**src/lst_pkg.sv**
```systemverilog
`timescale 1ns / 1ps
// ----------------------------------------------------------------------------
// lst_pkg
// Shared types and constants for the indexed list store.
// ----------------------------------------------------------------------------
package lst_pkg;

  typedef enum logic [1:0] {
    OP_APPEND = 2'd0,
    OP_INSERT = 2'd1,
    OP_DELETE = 2'd2,
    OP_MIN    = 2'd3
  } op_t;

  typedef enum logic [1:0] {
    ST_OK    = 2'd0,
    ST_INDEX = 2'd1,
    ST_EMPTY = 2'd2,
    ST_FULL  = 2'd3
  } status_t;

  typedef enum logic [2:0] {
    S_IDLE,
    S_INS,
    S_INS_LAST,
    S_DEL,
    S_MIN,
    S_RESULT
  } state_t;

  localparam int unsigned POS_W = 9;
  localparam int unsigned LEN_W = 9;
  localparam int unsigned VAL_W = 32;

  localparam logic signed [VAL_W-1:0] MIN_START = 32'sh7FFF_FFFF;
  localparam logic signed [VAL_W-1:0] DEL_FAIL  = 32'shFFFF_FFFF;
  localparam logic signed [VAL_W-1:0] ZERO_VAL  = 32'sh0000_0000;

endpackage

```
**src/lst_ctrl.sv**
```systemverilog
`timescale 1ns / 1ps
// ----------------------------------------------------------------------------
// lst_ctrl
// Request sequencer: checks, element walk over the memory, result register.
// ----------------------------------------------------------------------------
module lst_ctrl
  import lst_pkg::*;
#(
  parameter int unsigned CAPACITY = 256,
  parameter int unsigned ADDR_W   = 8,
  parameter int unsigned CNT_W    = 9
) (
  input  logic                    clk,
  input  logic                    rst_n,
  input  logic                    in_valid,
  output logic                    in_stall,
  input  logic [1:0]              in_operation,
  input  logic [POS_W-1:0]        in_position,
  input  logic signed [VAL_W-1:0] in_value,
  output logic                    out_valid,
  input  logic                    out_stall,
  output logic [1:0]              out_status,
  output logic signed [VAL_W-1:0] out_result_value,
  output logic [LEN_W-1:0]        out_length,
  output logic                    mem_we,
  output logic [ADDR_W-1:0]       mem_waddr,
  output logic signed [VAL_W-1:0] mem_wdata,
  output logic                    mem_re,
  output logic [ADDR_W-1:0]       mem_raddr,
  input  logic signed [VAL_W-1:0] mem_rdata
);

  localparam int unsigned CMP_W = (CNT_W > POS_W) ? CNT_W : POS_W;

  state_t                  state_r,      state_nxt;
  logic [CNT_W-1:0]        count_r,      count_nxt;
  logic                    out_valid_r,  out_valid_nxt;
  logic [ADDR_W-1:0]       idx_r,        idx_nxt;
  logic [ADDR_W-1:0]       pos_r,        pos_nxt;
  logic signed [VAL_W-1:0] val_r,        val_nxt;
  logic signed [VAL_W-1:0] best_r,       best_nxt;
  logic                    first_r,      first_nxt;
  status_t                 res_status_r, res_status_nxt;
  logic signed [VAL_W-1:0] res_value_r,  res_value_nxt;
  logic [1:0]              out_status_r, out_status_nxt;
  logic signed [VAL_W-1:0] out_value_r,  out_value_nxt;
  logic [LEN_W-1:0]        out_len_r,    out_len_nxt;

  logic [CMP_W-1:0]        pos_ext;
  logic [CMP_W-1:0]        cnt_ext;
  logic                    full;
  logic                    empty;
  logic                    last;
  logic signed [VAL_W-1:0] best_new;

  assign pos_ext  = CMP_W'(in_position);
  assign cnt_ext  = CMP_W'(count_r);
  assign full     = (count_r == CNT_W'(CAPACITY));
  assign empty    = (count_r == '0);
  assign last     = ((CNT_W'(idx_r) + CNT_W'(1)) == count_r);
  assign best_new = (mem_rdata < best_r) ? mem_rdata : best_r;

  always_comb begin
    state_nxt      = state_r;
    count_nxt      = count_r;
    idx_nxt        = idx_r;
    pos_nxt        = pos_r;
    val_nxt        = val_r;
    best_nxt       = best_r;
    first_nxt      = first_r;
    res_status_nxt = res_status_r;
    res_value_nxt  = res_value_r;
    out_valid_nxt  = out_valid_r & out_stall;
    out_status_nxt = out_status_r;
    out_value_nxt  = out_value_r;
    out_len_nxt    = out_len_r;
    mem_we         = 1'b0;
    mem_waddr      = '0;
    mem_wdata      = ZERO_VAL;
    mem_re         = 1'b0;
    mem_raddr      = '0;

    unique case (state_r)
      S_IDLE: begin
        if (in_valid) begin
          unique case (op_t'(in_operation))
            OP_APPEND: begin
              state_nxt     = S_RESULT;
              res_value_nxt = ZERO_VAL;
              if (full) begin
                res_status_nxt = ST_FULL;
              end else begin
                mem_we         = 1'b1;
                mem_waddr      = ADDR_W'(count_r);
                mem_wdata      = in_value;
                count_nxt      = count_r + CNT_W'(1);
                res_status_nxt = ST_OK;
              end
            end
            OP_INSERT: begin
              res_value_nxt = ZERO_VAL;
              if (pos_ext > cnt_ext) begin
                res_status_nxt = ST_INDEX;
                state_nxt      = S_RESULT;
              end else if (full) begin
                res_status_nxt = ST_FULL;
                state_nxt      = S_RESULT;
              end else if (pos_ext == cnt_ext) begin
                mem_we         = 1'b1;
                mem_waddr      = ADDR_W'(count_r);
                mem_wdata      = in_value;
                count_nxt      = count_r + CNT_W'(1);
                res_status_nxt = ST_OK;
                state_nxt      = S_RESULT;
              end else begin
                mem_re    = 1'b1;
                mem_raddr = ADDR_W'(count_r - CNT_W'(1));
                idx_nxt   = ADDR_W'(count_r - CNT_W'(1));
                pos_nxt   = ADDR_W'(pos_ext);
                val_nxt   = in_value;
                state_nxt = S_INS;
              end
            end
            OP_DELETE: begin
              res_value_nxt = DEL_FAIL;
              if (empty) begin
                res_status_nxt = ST_EMPTY;
                state_nxt      = S_RESULT;
              end else if (pos_ext >= cnt_ext) begin
                res_status_nxt = ST_INDEX;
                state_nxt      = S_RESULT;
              end else begin
                mem_re    = 1'b1;
                mem_raddr = ADDR_W'(pos_ext);
                idx_nxt   = ADDR_W'(pos_ext);
                first_nxt = 1'b1;
                state_nxt = S_DEL;
              end
            end
            OP_MIN: begin
              if (empty) begin
                res_status_nxt = ST_EMPTY;
                res_value_nxt  = ZERO_VAL;
                state_nxt      = S_RESULT;
              end else begin
                mem_re    = 1'b1;
                mem_raddr = '0;
                idx_nxt   = '0;
                best_nxt  = MIN_START;
                state_nxt = S_MIN;
              end
            end
            default: begin
              state_nxt = S_IDLE;
            end
          endcase
        end
      end
      S_INS: begin
        mem_we    = 1'b1;
        mem_waddr = idx_r + ADDR_W'(1);
        mem_wdata = mem_rdata;
        if (idx_r == pos_r) begin
          state_nxt = S_INS_LAST;
        end else begin
          mem_re    = 1'b1;
          mem_raddr = idx_r - ADDR_W'(1);
          idx_nxt   = idx_r - ADDR_W'(1);
        end
      end
      S_INS_LAST: begin
        mem_we         = 1'b1;
        mem_waddr      = pos_r;
        mem_wdata      = val_r;
        count_nxt      = count_r + CNT_W'(1);
        res_status_nxt = ST_OK;
        state_nxt      = S_RESULT;
      end
      S_DEL: begin
        if (first_r) begin
          res_value_nxt = mem_rdata;
          first_nxt     = 1'b0;
        end else begin
          mem_we    = 1'b1;
          mem_waddr = idx_r - ADDR_W'(1);
          mem_wdata = mem_rdata;
        end
        if (last) begin
          count_nxt      = count_r - CNT_W'(1);
          res_status_nxt = ST_OK;
          state_nxt      = S_RESULT;
        end else begin
          mem_re    = 1'b1;
          mem_raddr = idx_r + ADDR_W'(1);
          idx_nxt   = idx_r + ADDR_W'(1);
        end
      end
      S_MIN: begin
        best_nxt = best_new;
        if (last) begin
          res_value_nxt  = best_new;
          res_status_nxt = ST_OK;
          state_nxt      = S_RESULT;
        end else begin
          mem_re    = 1'b1;
          mem_raddr = idx_r + ADDR_W'(1);
          idx_nxt   = idx_r + ADDR_W'(1);
        end
      end
      S_RESULT: begin
        if (!(out_valid_r && out_stall)) begin
          out_valid_nxt  = 1'b1;
          out_status_nxt = res_status_r;
          out_value_nxt  = res_value_r;
          out_len_nxt    = LEN_W'(count_r);
          state_nxt      = S_IDLE;
        end
      end
      default: begin
        state_nxt = S_IDLE;
      end
    endcase
  end

  always_ff @(posedge clk) begin
    if (!rst_n) begin
      state_r     <= S_IDLE;
      count_r     <= '0;
      out_valid_r <= 1'b0;
    end else begin
      state_r     <= state_nxt;
      count_r     <= count_nxt;
      out_valid_r <= out_valid_nxt;
    end
  end

  always_ff @(posedge clk) begin
    idx_r        <= idx_nxt;
    pos_r        <= pos_nxt;
    val_r        <= val_nxt;
    best_r       <= best_nxt;
    first_r      <= first_nxt;
    res_status_r <= res_status_nxt;
    res_value_r  <= res_value_nxt;
    out_status_r <= out_status_nxt;
    out_value_r  <= out_value_nxt;
    out_len_r    <= out_len_nxt;
  end

  assign in_stall         = (state_r != S_IDLE);
  assign out_valid        = out_valid_r;
  assign out_status       = out_status_r;
  assign out_result_value = out_value_r;
  assign out_length       = out_len_r;

endmodule

```
**config.mk**
```make
export PLATFORM = sky130hd
export DESIGN_NAME = lst_ctrl
export DESIGN_NICKNAME = d
export VERILOG_FILES = /design/src/lst_pkg.sv /design/src/lst_ctrl.sv
export SDC_FILE = /design/constraint.sdc
export NUM_CORES = 1
export LEC_CHECK = 0
export BUFFER_PORTS_ARGS = -buffer_cell sky130_fd_sc_hd__buf_2
export CORE_ASPECT_RATIO = 0.75
export CORE_UTILIZATION = 54
export DETAILED_ROUTE_END_ITERATION = 6
export HOLD_SLACK_MARGIN = 0.03
export PLACE_DENSITY = 0.87
export SYNTH_ARGS = -nofsm -noshare
export SYNTH_HDL_FRONTEND = slang
export SYNTH_SLANG_ARGS = --single-unit
```
**constraint.sdc**
```tcl
create_clock -name clk -period 5.7 [get_ports clk]
set_input_delay 0.855 -clock clk [delete_from_list [all_inputs] [get_ports clk]]
set_output_delay 0.855 -clock clk [all_outputs]
set_load 0.03 [all_outputs]
```
==> qor.txt <==
fraction of final layout cells sized beyond drive strength 1: 21.4%
sequential element share of the synthesized area: 49.4%
final hold violation count: 0
Worst Path Max Fanout: 38
Crit Path Category: flop to primary output
Yosys cell types: 71
cell count after placement: 1,368
H-tree depth: 4
minimum hold slack: 421 ps
register bit count reported by yosys: 171
NumNets Final: 1,272
delay-heaviest family, CP: simple AND/OR/NAND/NOR gates
Chip Width: 160 µm
Tcrit/Tclk final: 86.2%
area of the mapped netlist: 10,100 µm²
fin. max-slew vios: 0
Core Box Area: 18,000 µm²
count of max-cap constraint violations: 0
most numerous cell types in the synthesized netlist: sky130_fd_sc_hd__edfxtp_1 (158), sky130_fd_sc_hd__nand2_1 (127), sky130_fd_sc_hd__inv_1 (83), sky130_fd_sc_hd__a21oi_1 (69), sky130_fd_sc_hd__o211ai_1 (66)
clock buffer count from CTS: 17
power per cell area: 499 nW/µm²
Sequential Power Share: 33.6%
Clock power frac: 21.3%
Critical Path Sink Type: primary output
Arrival @ worst endpoint: 4060 ps
routed len/inst: 21.8 µm
violation count after the first detailed-route iteration: 1,371
CP max-delay cell: sky130_fd_sc_hd__dfxtp_1
clock tree sinks: 171
kind of start point of the critical path: flop
HPWL after detailed placement: 21,200 µm
worst clock skew: 11.6 ps
type of the tightest min-delay check: flop to flop
syn_nets: 1,131
via count of the first global-routing pass: 8,230
Max Freq: 203 MHz
average footprint of a synthesized cell: 10.1 µm²
count of buffers from port buffering: 173
switching share of total power: 44.6%
antenna viol nets, final: 0
combinational group share of total power: 45.1%
post-detailed-routing wire length: 30,600 µm
worst max-slew margin expressed relative to the limit: 19.1%
vias after detailed routing: 9,209
worst slew pin tran: 1210 ps
first-pass iteration count of the detailed router: 7
Initial Util: 56.4%
overall overflow remaining after global route: 0
worst skew pair latency: 440 ps
global-route wire length before repair: 46,400 µm
buffer type at the clock tree root: sky130_fd_sc_hd__clkbuf_16
required time worst endpoint: 4850 ps
most common flop cell mapped by yosys: sky130_fd_sc_hd__edfxtp_1
CTS tree: yes
number of remaining DRC errors: 3
number of standard cells in the layout, taps in and fillers out: 1,403
worst setup slack after placement: 1390 ps
final setup TNS: 0 ps
net load switching power: 2.65 mW
top-level port count: 174
Synth Warn #: 0
list of cells traversed by the critical path: inv_1 > ha_1 > nand4_1 > nor3_1 > a21oi_1 > nor2_1 > and2_1 > buf_4 > a222oi_1 > inv_1 > buf_2
die boundary height: 121 µm
Routability Congestion: 1.01
CTS clk-pin slew, worst paths: 80 ps
die area: 19,300 µm²
number of antenna violations at the first check in global routing: 2
hold bufs inserted after CTS: 0
outcome: finished with violations
most used cell, CP: sky130_fd_sc_hd__inv_1
unrepaired setup endpoints after global routing: no
final standard cell utilization of the core: 66.2%
setup slack after layout: 784 ps
total routing resource utilization after global routing: 31.7%
failing checks: DRC
async set-reset flop share out of synthesis: 0%
internal power summed over all cells: 3.29 mW
cell leakage power: 4.80 nW
Setup Viol. Count Final: 0
area share of the largest cell type after synthesis: 46.8%
detail-routed via count per cell: 6.56
Final Critical Period: 4920 ps
Layout area overhead: 17.5%
number of enable-type register cells in the synthesized netlist: 158
maximum root-to-sink buffer count: 2
library cell occupying the most area in the post-synthesis netlist: sky130_fd_sc_hd__edfxtp_1
placement row count: 42
CP max stage delay: 670 ps
post-cts gate resize count: 0
number of standard cells after synthesis: 1,004
number of buffers and inverters on the critical path: 4
number of setup buffers added after CTS: 0
maximum number of pins on one net before global-route repair: 97
cell with the most instances after synthesis: sky130_fd_sc_hd__edfxtp_1
leading post-synthesis cells by cell area: sky130_fd_sc_hd__edfxtp_1 (47%), sky130_fd_sc_hd__ha_1 (5.9%), sky130_fd_sc_hd__o211ai_1 (4.9%)
worst supply voltage drop on vdd: 254 µV
==> metrics by stage <==
stage | power (mW) | area (µm²)
global placement | 4.58 | 11200
global route | 6.21 | 11900
finish | 5.94 | 11900
CTS | 5.89 | 11900
detailed placement | 4.62 | 11200
floorplan | 3.87 | 10100
==> sequential cells by signal (all words and copies together) (netlist names) <==
| name | count |
|---|---|
| res_value_r | 32 |
| state_r | 3 |
| cnt_ext | 9 |
| idx_r | 8 |
| out_status | 2 |
| best_r | 32 |
| out_length | 9 |
| res_status_r | 2 |
| out_result_value | 32 |
| out_valid | 1 |
| pos_r | 8 |
| val_r | 32 |
| first_r | 1 |
==> placed cells by master (no fill, tap or decap), drive strengths merged, types with 4 or more instances in the layout <==
master	synthesis	layout
a211oi	6	6
a21o	4	4
a21oi	69	69
a221o	8	8
a222oi	33	33
a22oi	5	5
a311oi	7	7
a31oi	13	13
and2	4	4
and3	5	5
buf	18	193
clkbuf	53	17
clkinv	3	8
dfxtp	13	13
edfxtp	158	158
ha	48	48
inv	83	91
mux2i	8	8
nand2	128	128
nand2b	6	6
nand3	46	46
nand4	12	12
nor2	38	38
nor2b	6	6
nor3	19	19
nor4	11	11
o211ai	67	67
o21ai	36	36
o221ai	7	7
o22ai	9	9
or2	5	5
xnor2	18	18
xor2	15	15
==> cell families after synthesis <==
family | after synthesis | synth area share, %
fa+ha+maj | 48 | 5.93
buf+inv | 157 | 6.08
simple gates | 294 | 14.1
mux | 8 | 0.791
compound gates | 293 | 20.9
xor+xnor | 33 | 2.85
flops | 171 | 49.4
==> metal layers <==
layer / routed length (µm) / global-route usage [%]
met5: 82 / 3.48
met4: 607 / 9.76
met3: 3790 / 9.88
met2: 13200 / 45.0
met1: 12900 / 45.7
==> power by group through the flow <==
stage	combinational, mW	clock (mW)	sequential (mW)
after floorplan	1.91	0	1.96
after global placement	2.58	0	2.00
after detailed placement	2.61	0	2.01
after CTS	2.63	1.27	1.99
after global routing	2.87	1.32	2.02
final	2.68	1.27	1.99
==> cell type report <==
type / count / area [µm²]
fill: 1380 / 6070
clock buffer: 17 / 425
tap: 242 / 303
inverter: 86 / 323
timing repair buffer: 193 / 1050
multi-input combinational: 676 / 4560
antenna: 3 / 7.51
clock inverter: 15 / 221
sequential: 171 / 5000
==> final timing paths <==
kind / from / end / slack [ps] / cells after the start
max: cnt_ext[4] / mem_wdata[1] / 780 / 11
min: res_value_r[26] / out_result_value[26] / 420 / 0
max reg2reg: cnt_ext[6] / idx_r[6] / 1600 / 11
min reg2reg: res_value_r[26] / out_result_value[26] / 420 / 0
==> worst register-to-register path, delay by kind of cell, from the launching register on <==
kind                     cells  cell delay (ps)
adder cells (fa/ha/maj)      1              430
flip-flops                   1              310
AND/OR/NAND/NOR              2              370
buffers and inverters        3              720
AO/OA/AOI/OAI                5             1960
No activity file was read; power rests on OpenSTA's default activity.
